===== src/hdl/mvs_pkg.sv =====
// ----------------------------------------------------------------------------
// mvs_pkg
// shared types, request codes and format bytes of the msgpack value serializer
// ----------------------------------------------------------------------------
`default_nettype none

package mvs_pkg;

	// request kinds
	localparam logic [3:0] REQ_NIL    = 4'd0;
	localparam logic [3:0] REQ_BOOL   = 4'd1;
	localparam logic [3:0] REQ_UINT   = 4'd2;
	localparam logic [3:0] REQ_INT    = 4'd3;
	localparam logic [3:0] REQ_FLOAT  = 4'd4;
	localparam logic [3:0] REQ_DOUBLE = 4'd5;
	localparam logic [3:0] REQ_STR    = 4'd6;
	localparam logic [3:0] REQ_ARRAY  = 4'd7;
	localparam logic [3:0] REQ_MAP    = 4'd8;
	localparam logic [3:0] REQ_EXT    = 4'd9;
	localparam logic [3:0] REQ_RAW    = 4'd10;

	// format bytes
	localparam logic [7:0] FMT_NIL      = 8'hc0;
	localparam logic [7:0] FMT_FALSE    = 8'hc2;
	localparam logic [7:0] FMT_TRUE     = 8'hc3;
	localparam logic [7:0] FMT_EXT8     = 8'hc7;
	localparam logic [7:0] FMT_EXT16    = 8'hc8;
	localparam logic [7:0] FMT_EXT32    = 8'hc9;
	localparam logic [7:0] FMT_FLOAT32  = 8'hca;
	localparam logic [7:0] FMT_FLOAT64  = 8'hcb;
	localparam logic [7:0] FMT_UINT8    = 8'hcc;
	localparam logic [7:0] FMT_UINT16   = 8'hcd;
	localparam logic [7:0] FMT_UINT32   = 8'hce;
	localparam logic [7:0] FMT_UINT64   = 8'hcf;
	localparam logic [7:0] FMT_INT8     = 8'hd0;
	localparam logic [7:0] FMT_INT16    = 8'hd1;
	localparam logic [7:0] FMT_INT32    = 8'hd2;
	localparam logic [7:0] FMT_INT64    = 8'hd3;
	localparam logic [7:0] FMT_FIXEXT1  = 8'hd4;
	localparam logic [7:0] FMT_FIXEXT2  = 8'hd5;
	localparam logic [7:0] FMT_FIXEXT4  = 8'hd6;
	localparam logic [7:0] FMT_FIXEXT8  = 8'hd7;
	localparam logic [7:0] FMT_FIXEXT16 = 8'hd8;
	localparam logic [7:0] FMT_STR8     = 8'hd9;
	localparam logic [7:0] FMT_STR16    = 8'hda;
	localparam logic [7:0] FMT_STR32    = 8'hdb;
	localparam logic [7:0] FMT_ARRAY16  = 8'hdc;
	localparam logic [7:0] FMT_ARRAY32  = 8'hdd;
	localparam logic [7:0] FMT_MAP16    = 8'hde;
	localparam logic [7:0] FMT_MAP32    = 8'hdf;
	localparam logic [7:0] FMT_FIXSTR   = 8'ha0;
	localparam logic [7:0] FMT_FIXARRAY = 8'h90;
	localparam logic [7:0] FMT_FIXMAP   = 8'h80;

	localparam int QUEUE_DEPTH = 2;

	typedef struct packed {
		logic [3:0]        req_type;
		logic [63:0]       value;
		logic signed [7:0] ext_kind;
	} req_t;

	typedef struct packed {
		logic [7:0] out_byte;
		logic       last;
	} rsp_t;

	// one classified item: optional head byte, 0..8 body bytes, optional tail byte
	typedef struct packed {
		logic        head_vld;
		logic [7:0]  head;
		logic [3:0]  body_n;
		logic [63:0] body;
		logic        tail_vld;
		logic [7:0]  tail;
		logic        big_endian;
	} desc_t;

endpackage

`default_nettype wire


===== src/hdl/mvs_front.sv =====
// ----------------------------------------------------------------------------
// mvs_front
// classifies one request into a head byte, body bytes and a tail byte
// ----------------------------------------------------------------------------
`default_nettype none

module mvs_front (
	input  wire mvs_pkg::req_t  req,
	input  wire logic           big_endian,
	output mvs_pkg::desc_t      desc,
	output logic                desc_vld
);

	logic [63:0] v;
	logic [31:0] c;

	assign v = req.value;
	assign c = req.value[31:0];

	always_comb begin
		desc            = '0;
		desc.big_endian = big_endian;
		desc.tail       = req.ext_kind;
		desc_vld        = 1'b1;
		unique case (req.req_type)
			mvs_pkg::REQ_NIL: begin
				desc.head_vld = 1'b1;
				desc.head     = mvs_pkg::FMT_NIL;
			end
			mvs_pkg::REQ_BOOL: begin
				desc.head_vld = 1'b1;
				desc.head     = (v != 64'd0) ? mvs_pkg::FMT_TRUE : mvs_pkg::FMT_FALSE;
			end
			mvs_pkg::REQ_UINT, mvs_pkg::REQ_INT: begin
				desc.head_vld = 1'b1;
				desc.body     = v;
				if (req.req_type == mvs_pkg::REQ_INT && v[63]) begin
					priority if (&v[63:5]) begin
						desc.head = v[7:0];
					end else if (&v[63:7]) begin
						desc.head = mvs_pkg::FMT_INT8;  desc.body_n = 4'd1;
					end else if (&v[63:15]) begin
						desc.head = mvs_pkg::FMT_INT16; desc.body_n = 4'd2;
					end else if (&v[63:31]) begin
						desc.head = mvs_pkg::FMT_INT32; desc.body_n = 4'd4;
					end else begin
						desc.head = mvs_pkg::FMT_INT64; desc.body_n = 4'd8;
					end
				end else begin
					priority if (v[63:7] == '0) begin
						desc.head = v[7:0];
					end else if (v[63:8] == '0) begin
						desc.head = mvs_pkg::FMT_UINT8;  desc.body_n = 4'd1;
					end else if (v[63:16] == '0) begin
						desc.head = mvs_pkg::FMT_UINT16; desc.body_n = 4'd2;
					end else if (v[63:32] == '0) begin
						desc.head = mvs_pkg::FMT_UINT32; desc.body_n = 4'd4;
					end else begin
						desc.head = mvs_pkg::FMT_UINT64; desc.body_n = 4'd8;
					end
				end
			end
			mvs_pkg::REQ_FLOAT: begin
				desc.head_vld = 1'b1;
				desc.head     = mvs_pkg::FMT_FLOAT32;
				desc.body     = {32'd0, c};
				desc.body_n   = 4'd4;
			end
			mvs_pkg::REQ_DOUBLE: begin
				desc.head_vld = 1'b1;
				desc.head     = mvs_pkg::FMT_FLOAT64;
				desc.body     = v;
				desc.body_n   = 4'd8;
			end
			mvs_pkg::REQ_STR: begin
				desc.head_vld = 1'b1;
				desc.body     = {32'd0, c};
				priority if (c[31:5] == '0) begin
					desc.head = mvs_pkg::FMT_FIXSTR | {3'd0, c[4:0]};
				end else if (c[31:8] == '0) begin
					desc.head = mvs_pkg::FMT_STR8;  desc.body_n = 4'd1;
				end else if (c[31:16] == '0) begin
					desc.head = mvs_pkg::FMT_STR16; desc.body_n = 4'd2;
				end else begin
					desc.head = mvs_pkg::FMT_STR32; desc.body_n = 4'd4;
				end
			end
			mvs_pkg::REQ_ARRAY, mvs_pkg::REQ_MAP: begin
				desc.head_vld = 1'b1;
				desc.body     = {32'd0, c};
				priority if (c[31:4] == '0) begin
					desc.head = ((req.req_type == mvs_pkg::REQ_MAP) ? mvs_pkg::FMT_FIXMAP
						: mvs_pkg::FMT_FIXARRAY) | {4'd0, c[3:0]};
				end else if (c[31:16] == '0) begin
					desc.head   = (req.req_type == mvs_pkg::REQ_MAP) ? mvs_pkg::FMT_MAP16
						: mvs_pkg::FMT_ARRAY16;
					desc.body_n = 4'd2;
				end else begin
					desc.head   = (req.req_type == mvs_pkg::REQ_MAP) ? mvs_pkg::FMT_MAP32
						: mvs_pkg::FMT_ARRAY32;
					desc.body_n = 4'd4;
				end
			end
			mvs_pkg::REQ_EXT: begin
				desc.tail_vld = 1'b1;
				desc.body     = v;
				desc.head_vld = 1'b1;
				priority if (v == 64'd0) begin
					desc_vld      = 1'b0;
					desc.head_vld = 1'b0;
				end else if (v == 64'd1) begin
					desc.head = mvs_pkg::FMT_FIXEXT1;
				end else if (v == 64'd2) begin
					desc.head = mvs_pkg::FMT_FIXEXT2;
				end else if (v == 64'd4) begin
					desc.head = mvs_pkg::FMT_FIXEXT4;
				end else if (v == 64'd8) begin
					desc.head = mvs_pkg::FMT_FIXEXT8;
				end else if (v == 64'd16) begin
					desc.head = mvs_pkg::FMT_FIXEXT16;
				end else if (v[63:8] == '0) begin
					desc.head = mvs_pkg::FMT_EXT8;  desc.body_n = 4'd1;
				end else if (v[63:16] == '0) begin
					desc.head = mvs_pkg::FMT_EXT16; desc.body_n = 4'd2;
				end else if (v[63:32] == '0) begin
					desc.head = mvs_pkg::FMT_EXT32; desc.body_n = 4'd4;
				end else begin
					// oversized length: type code only
					desc.head_vld = 1'b0;
				end
			end
			mvs_pkg::REQ_RAW: begin
				desc.head_vld = 1'b1;
				desc.head     = v[7:0];
			end
			default: begin
				desc_vld = 1'b0;
			end
		endcase
	end

endmodule

`default_nettype wire


===== src/hdl/mvs_queue.sv =====
// ----------------------------------------------------------------------------
// mvs_queue
// short descriptor queue between classifier and byte emitter
// ----------------------------------------------------------------------------
`default_nettype none

module mvs_queue (
	input  wire logic           clk,
	input  wire logic           arst_n,
	input  wire logic           push,
	input  wire mvs_pkg::desc_t push_desc,
	output logic                full,
	input  wire logic           pop,
	output logic                head_vld,
	output mvs_pkg::desc_t      head_desc
);

	localparam int PTR_W = $clog2(mvs_pkg::QUEUE_DEPTH);
	localparam int CNT_W = $clog2(mvs_pkg::QUEUE_DEPTH + 1);

	mvs_pkg::desc_t     entry_q [mvs_pkg::QUEUE_DEPTH];
	logic [PTR_W-1:0]   wr_ptr_q;
	logic [PTR_W-1:0]   rd_ptr_q;
	logic [CNT_W-1:0]   count_q;

	assign full      = (count_q == CNT_W'(mvs_pkg::QUEUE_DEPTH));
	assign head_vld  = (count_q != '0);
	assign head_desc = entry_q[rd_ptr_q];

	always_ff @(posedge clk) begin
		if (push) begin
			entry_q[wr_ptr_q] <= push_desc;
		end
	end

	always_ff @(posedge clk or negedge arst_n) begin
		if (!arst_n) begin
			wr_ptr_q <= '0;
			rd_ptr_q <= '0;
			count_q  <= '0;
		end else begin
			if (push) begin
				wr_ptr_q <= (wr_ptr_q == PTR_W'(mvs_pkg::QUEUE_DEPTH - 1)) ? '0
					: wr_ptr_q + 1'b1;
			end
			if (pop) begin
				rd_ptr_q <= (rd_ptr_q == PTR_W'(mvs_pkg::QUEUE_DEPTH - 1)) ? '0
					: rd_ptr_q + 1'b1;
			end
			unique case ({push, pop})
				2'b10:   count_q <= count_q + 1'b1;
				2'b01:   count_q <= count_q - 1'b1;
				default: count_q <= count_q;
			endcase
		end
	end

	a_no_overflow: assert property (@(posedge clk) disable iff (!arst_n)
		full && !pop |-> !push)
		else $error("push into full queue");

	a_no_underflow: assert property (@(posedge clk) disable iff (!arst_n)
		pop |-> head_vld)
		else $error("pop from empty queue");

endmodule

`default_nettype wire


===== src/hdl/mvs_back.sv =====
// ----------------------------------------------------------------------------
// mvs_back
// byte emitter: walks one descriptor a byte per cycle
// ----------------------------------------------------------------------------
`default_nettype none

module mvs_back (
	input  wire logic           clk,
	input  wire logic           arst_n,
	input  wire logic           desc_vld,
	input  wire mvs_pkg::desc_t desc,
	output logic                pop,
	output logic                rsp_valid,
	output mvs_pkg::rsp_t       rsp
);

	mvs_pkg::desc_t cur_q;
	logic           active_q;
	logic [3:0]     pos_q;

	logic [3:0]  total;
	logic [3:0]  body_pos;
	logic [3:0]  body_rev;
	logic [2:0]  idx;
	logic [63:0] shifted;
	logic        is_last;
	logic        load;

	assign total    = {3'd0, cur_q.head_vld} + cur_q.body_n + {3'd0, cur_q.tail_vld};
	assign body_pos = pos_q - {3'd0, cur_q.head_vld};
	assign body_rev = cur_q.body_n - 4'd1 - body_pos;
	assign idx      = cur_q.big_endian ? body_rev[2:0] : body_pos[2:0];
	assign shifted  = cur_q.body >> {idx, 3'b000};
	assign is_last  = (pos_q == total - 4'd1);

	always_comb begin
		rsp.last = is_last;
		priority if (cur_q.head_vld && pos_q == 4'd0) begin
			rsp.out_byte = cur_q.head;
		end else if (body_pos < cur_q.body_n) begin
			rsp.out_byte = shifted[7:0];
		end else begin
			rsp.out_byte = cur_q.tail;
		end
	end

	assign rsp_valid = active_q;
	assign load      = !active_q || is_last;
	assign pop       = load && desc_vld;

	always_ff @(posedge clk) begin
		if (pop) begin
			cur_q <= desc;
		end
	end

	always_ff @(posedge clk or negedge arst_n) begin
		if (!arst_n) begin
			active_q <= 1'b0;
			pos_q    <= '0;
		end else if (load) begin
			active_q <= desc_vld;
			pos_q    <= '0;
		end else begin
			pos_q <= pos_q + 4'd1;
		end
	end

	a_pos_in_range: assert property (@(posedge clk) disable iff (!arst_n)
		active_q |-> pos_q < total)
		else $error("byte position beyond descriptor");

	a_walk_advances: assert property (@(posedge clk) disable iff (!arst_n)
		active_q && !is_last |=> active_q && pos_q == $past(pos_q) + 4'd1)
		else $error("emitter left an item before its last byte");

endmodule

`default_nettype wire


===== src/hdl/msgpack_value_serializer.sv =====
// ----------------------------------------------------------------------------
// msgpack_value_serializer
// turns one typed value per request into its messagepack byte sequence
// ----------------------------------------------------------------------------
// A request is taken at a rising edge with start high and busy low. Its
// encoding leaves on rsp, one byte per cycle with rsp_valid high for exactly
// that cycle, the final byte of the request flagged by rsp.last; the receiver
// cannot stall, so every strobed byte must be taken. A request that encodes
// to k bytes (1 to 9) holds the byte emitter until its k bytes are out, and
// the emitter loads the next item under the last byte; with the emitter idle,
// a taken request passes through a queue entry and then the emitter's
// descriptor register before its first byte is driven. Requests are
// classified on entry and parked in a two-entry queue, so start may be
// pulsed every cycle until the queue fills, and busy rises only while both
// entries wait. Requests that encode to nothing (ext of length zero, unused
// kinds) are taken and dropped. The byte-order register is written over the
// cfg channel (cfg_ready is always high) and should only change while idle.
// ----------------------------------------------------------------------------
`default_nettype none

module msgpack_value_serializer (
	input  wire logic          clk,
	input  wire logic          arst_n,
	// request side
	input  wire logic          start,
	output logic               busy,
	input  wire mvs_pkg::req_t req,
	// byte stream
	output logic               rsp_valid,
	output mvs_pkg::rsp_t      rsp,
	// byte-order register write
	input  wire logic          cfg_valid,
	output logic               cfg_ready,
	input  wire logic [0:0]    cfg_data
);

	logic           big_endian_q;
	mvs_pkg::desc_t front_desc;
	logic           front_vld;
	logic           q_full;
	logic           push;
	logic           pop;
	logic           q_vld;
	mvs_pkg::desc_t q_desc;

	// register write completes in the cycle it is offered
	assign cfg_ready = 1'b1;

	always_ff @(posedge clk or negedge arst_n) begin
		if (!arst_n) begin
			big_endian_q <= 1'b0;
		end else if (cfg_valid && cfg_ready) begin
			big_endian_q <= cfg_data[0];
		end
	end

	// request transfer; items with no bytes are swallowed here
	assign busy = q_full;
	assign push = start && !busy && front_vld;

	// front: classification into head / body / tail
	mvs_front u_front (
		.req        (req),
		.big_endian (big_endian_q),
		.desc       (front_desc),
		.desc_vld   (front_vld)
	);

	// decoupling queue
	mvs_queue u_queue (
		.clk       (clk),
		.arst_n    (arst_n),
		.push      (push),
		.push_desc (front_desc),
		.full      (q_full),
		.pop       (pop),
		.head_vld  (q_vld),
		.head_desc (q_desc)
	);

	// back: one byte per cycle, next item loaded under the last byte
	mvs_back u_back (
		.clk       (clk),
		.arst_n    (arst_n),
		.desc_vld  (q_vld),
		.desc      (q_desc),
		.pop       (pop),
		.rsp_valid (rsp_valid),
		.rsp       (rsp)
	);

	a_busy_only_when_pending: assert property (@(posedge clk) disable iff (!arst_n)
		busy |-> rsp_valid)
		else $error("busy with nothing being emitted");

endmodule

`default_nettype wire

===== config.mk =====
export PLATFORM = sky130hd
export DESIGN_NAME = msgpack_value_serializer
export DESIGN_NICKNAME = d
export VERILOG_FILES = /design/src/hdl/mvs_pkg.sv /design/src/hdl/mvs_front.sv /design/src/hdl/mvs_queue.sv /design/src/hdl/mvs_back.sv /design/src/hdl/msgpack_value_serializer.sv
export SDC_FILE = /design/constraint.sdc
export NUM_CORES = 1
export LEC_CHECK = 0
export BUFFER_PORTS_ARGS = -buffer_cell sky130_fd_sc_hd__buf_4
export CAP_MARGIN = 20
export CORE_MARGIN = 5
export CORE_UTILIZATION = 46
export DETAILED_ROUTE_END_ITERATION = 6
export MAX_ROUTING_LAYER = met4
export PLACE_DENSITY_LB_ADDON = 0.2
export SYNTH_ARGS = -nofsm -noshare
export SYNTH_HDL_FRONTEND = slang
export SYNTH_SLANG_ARGS = --single-unit
export TNS_END_PERCENT = 1

===== constraint.sdc =====
create_clock -name clk -period 4.9 [get_ports clk]
set_input_delay 0.98 -clock clk [delete_from_list [all_inputs] [get_ports clk]]
set_output_delay 0.98 -clock clk [all_outputs]
set_load 0.02 [all_outputs]

# Word level (Yosys, flattened, before mapping)
# Memory sizes are Yosys's and may differ from the RTL's. A register that Yosys moved wholly into a read port is not among the register bits.
# Index checks and enable logic that the tools add are counted.
[word_totals]
ff_bits = 10
ramBits = 174
input_bits = 81
out_inout_bits = 12
wordCells = 128
n_memories = 1
[mem_list]
columns = ["name", "depth", "width", "rd", "rd_clocked_by_memory_dff", "write_ports", "line_no", "rtl"]
rows = [
  ["u_queue.entry_q", 2, 87, 1, 1, 1, "mvs_queue.sv:21", "mvs_pkg::desc_t entry_q [mvs_pkg::QUEUE_DEPTH];"],
]
[op_classes]
n_addsub = 11
n_lt_le_gt_ge = 1
n_eq_ne = 19
shift = 1
n_mux = 59
n_bitwise = 1
n_reduce_logical = 29
[ops]
columns = ["cell", "count"]
rows = [
  ["$pmux W68 S6", 1],
  ["$mux W12", 8],
  ["$mux W8", 11],
  ["$pmux W9 S9", 1],
  ["$eq A64 B1 Y1 const B", 1],
  ["$eq A64 B2 Y1 const B", 1],
  ["$eq A64 B3 Y1 const B", 1],
  ["$eq A64 B4 Y1 const B", 1],
  ["$eq A64 B5 Y1 const B", 1],
  ["$logic_not A64 Y1", 1],
  ["$reduce_bool A64 Y1", 1],
  ["$shr A64 B6 Y8", 1],
  ["$reduce_and A59 Y1", 1],
  ["$logic_not A57 Y1", 1],
  ["$reduce_and A57 Y1", 1],
  ["$logic_not A56 Y1", 1],
  ["$reduce_and A49 Y1", 1],
  ["$logic_not A48 Y1", 1],
  ["$mux W4", 10],
  ["$reduce_and A33 Y1", 1],
  ["$logic_not A32 Y1", 1],
  ["$logic_not A28 Y1", 1],
  ["$logic_not A27 Y1", 1],
  ["$logic_not A24 Y1", 1],
  ["other kinds (34)", 71],
]

# Longest topological paths before layout
[depth]
word_depth = 11
ltp_mapped = 13
mapped_depth_nobuf = 13

# Cells and area by module
# From an unflattened synthesis, not the netlist that was laid out.
[hier_totals]
cells_unflattened = 914
hier_area_um2 = 12647.1
[modules_own_cells]
columns = ["mod", "n_inst", "cells_each", "area_per_inst_um2", "seq_area_each_um2"]
rows = [
  ["mvs_queue", 1, 287, 6541.3, 5325.1],
  ["mvs_back", 1, 359, 4418.0, 2737.6],
  ["mvs_front", 1, 263, 1627.8, 0.0],
  ["msgpack_value_serializer", 1, 5, 60.1, 25.0],
]

# Least setup slack after synthesis
# Ideal clock, no wire load.
[synth_path]
path_kind = "in2reg"
startpoint = "in req[75] (netlist bit)"
endpoint = "mem u_queue.entry_q[0][0] (netlist bit) (enable)"
setup_ps = 534
arrival_ps = 5529
required_time_ps = 4366
slack_ps = -1163
path_stages = 6
path_buffers = 1
path_cell_list = "buf_2 -> nand2b_1 -> nor2b_1 -> o21a_1 -> o221ai_4 -> nor2_1"
[synth_via]
elab_chain_len = 6
elab_cells_between_ends = 16
cone_classes = "eq/ne (10); mux (3); reduce/logical (3)"
[synth_rtl]
columns = ["item", "line_no", "rtl"]
rows = [
  ["from (decl)", "msgpack_value_serializer.sv:27", "input wire mvs_pkg::req_t req,"],
  ["$eq A4 B1 Y1 (tied with other cells)", "mvs_front.sv:25", "unique case (req.req_type)"],
  ["$reduce_or A10 Y1 (no source line)", "-", ""],
  ["$pmux W1 S2 *", "mvs_front.sv:25", ""],
  ["$logic_and A1 B1 Y1 *", "msgpack_value_serializer.sv:59", "assign push = start && !busy && front_vld;"],
  ["$mux W1 *", "mvs_queue.sv:31", "if (push) begin"],
  ["$mux W1 (not written as such) *", "mvs_queue.sv:32", "entry_q[wr_ptr_q] <= push_desc;"],
  ["to (decl)", "mvs_queue.sv:21", ""],
]
# Mark *: on every way between the ends. The rest lies on a longest branch, timed or not.

==> impl_results.md <==
- Post-synth top flop: edfxtp_1
- Worst R2R End: u_back.cur_q[30]$_DFFE_PP_
- EDFF count, synth: 261
- Syn nets: 872
- Row count: 59
- Worst EP arrival: 3620 ps
- Total GRT Usage: 0.195
- Core region area: 26000 um^2
- Synth area leader: edfxtp_1
- Critical path launch point: u_back.pos_q[0]$_DFF_PN0_
- IO Port Bufs: 91
- Period utilization: 0.938
- Placed cells: 1169
- Unrepaired setup endpoints after global routing: false
- Worst VDD drop: 1560 uV
- Root Buffer Master: clkbuf_16
- Initial antenna violation count: 0
- Async set-or-reset flop fraction in the synthesized netlist: 0.0369
- TritonCTS buffer count: 28
- GPL Wtd Cong: 0.859
- Status: finished clean
- Final ANT Viol Nets: 0
- Die area: 29600 um^2
- Pin count of the biggest net entering global routing: 88
- Fin. Hold Viols: 0
- First-pass DRT Iterations: 5
- Post-Syn Instances: a little under 800
- Mapped cell area: ~12000 um^2
- Width of the die: 172 um
- NumNets Final: 962
- Tmin final: 4600 ps
- Vias in the first global route: 6872
- Initial Utilization: 0.465
- Critical Path End Type: primary output
- PwrDens: around 710 nW/um^2
- Sequential element share of the synthesized area: 0.669
- P&R area growth vs syn: 16.2%
- Hold_ws: 271 ps
- DR vias: between 6000 and 7000
- Count leader, synth: edfxtp_1
- Slew @ Worst Pin: 1110 ps
- DP HPWL: between 20 and 25 mm
- Synth top cells by count: edfxtp_1 (261), mux2_2 (97), nor2b_1 (39), and2_1 (34), nand2_1 (33)
- DR iter-0 viols: approximately 470
- CTS sink cnt: 271
- Top cell type's share of synthesized area: 0.649
- Max-slew violations: 0
- Worst-path fanout max: 16
- Clock Latency Late Sink: 530 ps
- Reg2Reg Depth: 9
- Routed wire length per instance: approximately 23 um
- Yosys warns: 0
- H-tree depth: 1
- DRC Markers: 0
- Reg clk slew, reported paths: about 60 ps
- Pre-CTS setup slack: 765 ps
- Worst clock skew: roughly 15 ps
- Max Freq: ~220 MHz
- Mean post-synth cell area: 15.6 um^2
- Placed Area: 13100 um^2
- WL final: roughly 28 mm
- Post-CTS Setup Inserts: 0
- Fin cells: 1221
- First-pass GRT wire length: 42.0 mm
- Die Y: between 150 and 200 um
- Detail-routed via count per cell: 5.53
- IO Pins: 93
- Seq. cell area: 8090 um^2
- CTS tree: done
- CP startpoint kind: flop
- Yosys reg bits: 271
- Tot Pwr: 10.0 mW
- Post-synth cell types: a little under 70
- Slew Limit Headroom: 0.261
- Setup WS post-layout: 305 ps
- Max Buffers Root-to-Sink: 3
- Overflow after GRT: 0
- Lkg Pwr: between 4 and 5 nW
- Fill count: 2126
- Crit path kind: reg -> out
- Hold Buf Count CTS: 0
- Max-Cap Viols: 0
- Layout cells sized above 1: 0.317
- Multi-input logic area: between 3000 and 4000 um^2
- Reg2reg start: u_back.cur_q[86]$_DFFE_PP_
- Reg2reg setup slack: 1690 ps
- # setup viols final: 0
- Resize count post-CTS: 0
- Antenna cells: 0
- Post-route cell area: 14000 um^2
- Top post-synthesis cells by area: edfxtp_1 (65%), mux2_2 (9.0%), mux4_2 (3.0%), dfrtp_1 (2.1%), nor2b_1 (2.0%)
- Worst hold path type: in -> async
- Setup tns final: 0 ps
- Util after Layout: 0.540
- Worst path required time: 3920 ps
==> layout make-up <==
type	instances	share of cell area
clock buffers	32	0.0525
clock inverters	19	0.0134
inverters	17	0.00454
multi-input cells	447	0.268
flip-flops and latches	271	0.576
well taps	335	0.0298
repair buffers	100	0.0552
==> per-layer routing <==
layer,vias to the layer above,part of all wire,track usage
met5,-,0,-
met4,0,0.018,0.0444
met3,29,0.048,0.0240
met2,179,0.49,0.309
met1,3387,0.45,0.273
li1,3157,-,-
==> critical path, stage by stage, from the launching register on <==
cell	delay, ps
dfrtp_1	420
inv_1	90
ha_1	340
ha_1	330
a21oi_4	600
mux4_2	600
mux2_2	290
mux2i_1	160
o21ai_1	90
buf_4	160
==> logic make-up (layout without fill, tap and decap cells) <==
| family | after synthesis | after routing | share of synthesized area |
|---|---|---|---|
| fa+ha+maj | 16 | 16 | 0.0178 |
| flops | 271 | 271 | 0.669 |
| simple gates | 210 | 210 | 0.102 |
| mux | 121 | 121 | 0.127 |
| xor+xnor | 21 | 21 | 0.0152 |
| buf+inv | 57 | 168 | 0.0222 |
| other cells | 1 | 1 | 0.000310 |
| compound gates | 78 | 78 | 0.0463 |
==> worst max-delay path by stage <==
stage,to,slack (ps),cells past startpoint
floorplan,u_queue.entry_q[0][0]$_DFFE_PP_,-1160,6
global route,rsp[1],40,9
detailed placement,rsp[1],760,9
finish,rsp[1],300,9
CTS,rsp[1],190,9
global placement,rsp[7],840,9
==> report_power, final <==
part           switching, mW  internal (mW)  leakage (nW)  total, mW
Sequential             0.482           3.57          2.54       4.05
Combinational           2.07           1.82          1.87       3.88
Clock                  0.859           1.24         0.455       2.10
==> registers in the layout, indices dropped and copies added (netlist names) <==
| name | cells |
|---|---|
| u_queue.entry_q | 174 |
| u_back.cur_q | 87 |
| u_back.pos_q | 4 |
| u_queue.count_q | 2 |
| big_endian_q | 1 |
| u_back.rsp_valid | 1 |
| u_queue.rd_ptr_q | 1 |
| u_queue.wr_ptr_q | 1 |
==> layout by cell type, fill, tap and decap left out, types with 11 or more instances in the layout <==
| master | n |
|---|---|
| mux4_2 | 16 |
| inv_1 | 17 |
| xnor2_1 | 15 |
| nor2_1 | 27 |
| o21ai_1 | 11 |
| mux2_2 | 97 |
| ha_1 | 14 |
| a21oi_1 | 13 |
| nand2_1 | 33 |
| nor2b_1 | 39 |
| and2_1 | 34 |
| nor4_1 | 15 |
| buf_4 | 98 |
| edfxtp_1 | 261 |
| clkbuf_16 | 29 |
| nand4_1 | 16 |
Note: power is estimated with default switching activity, not from simulation.
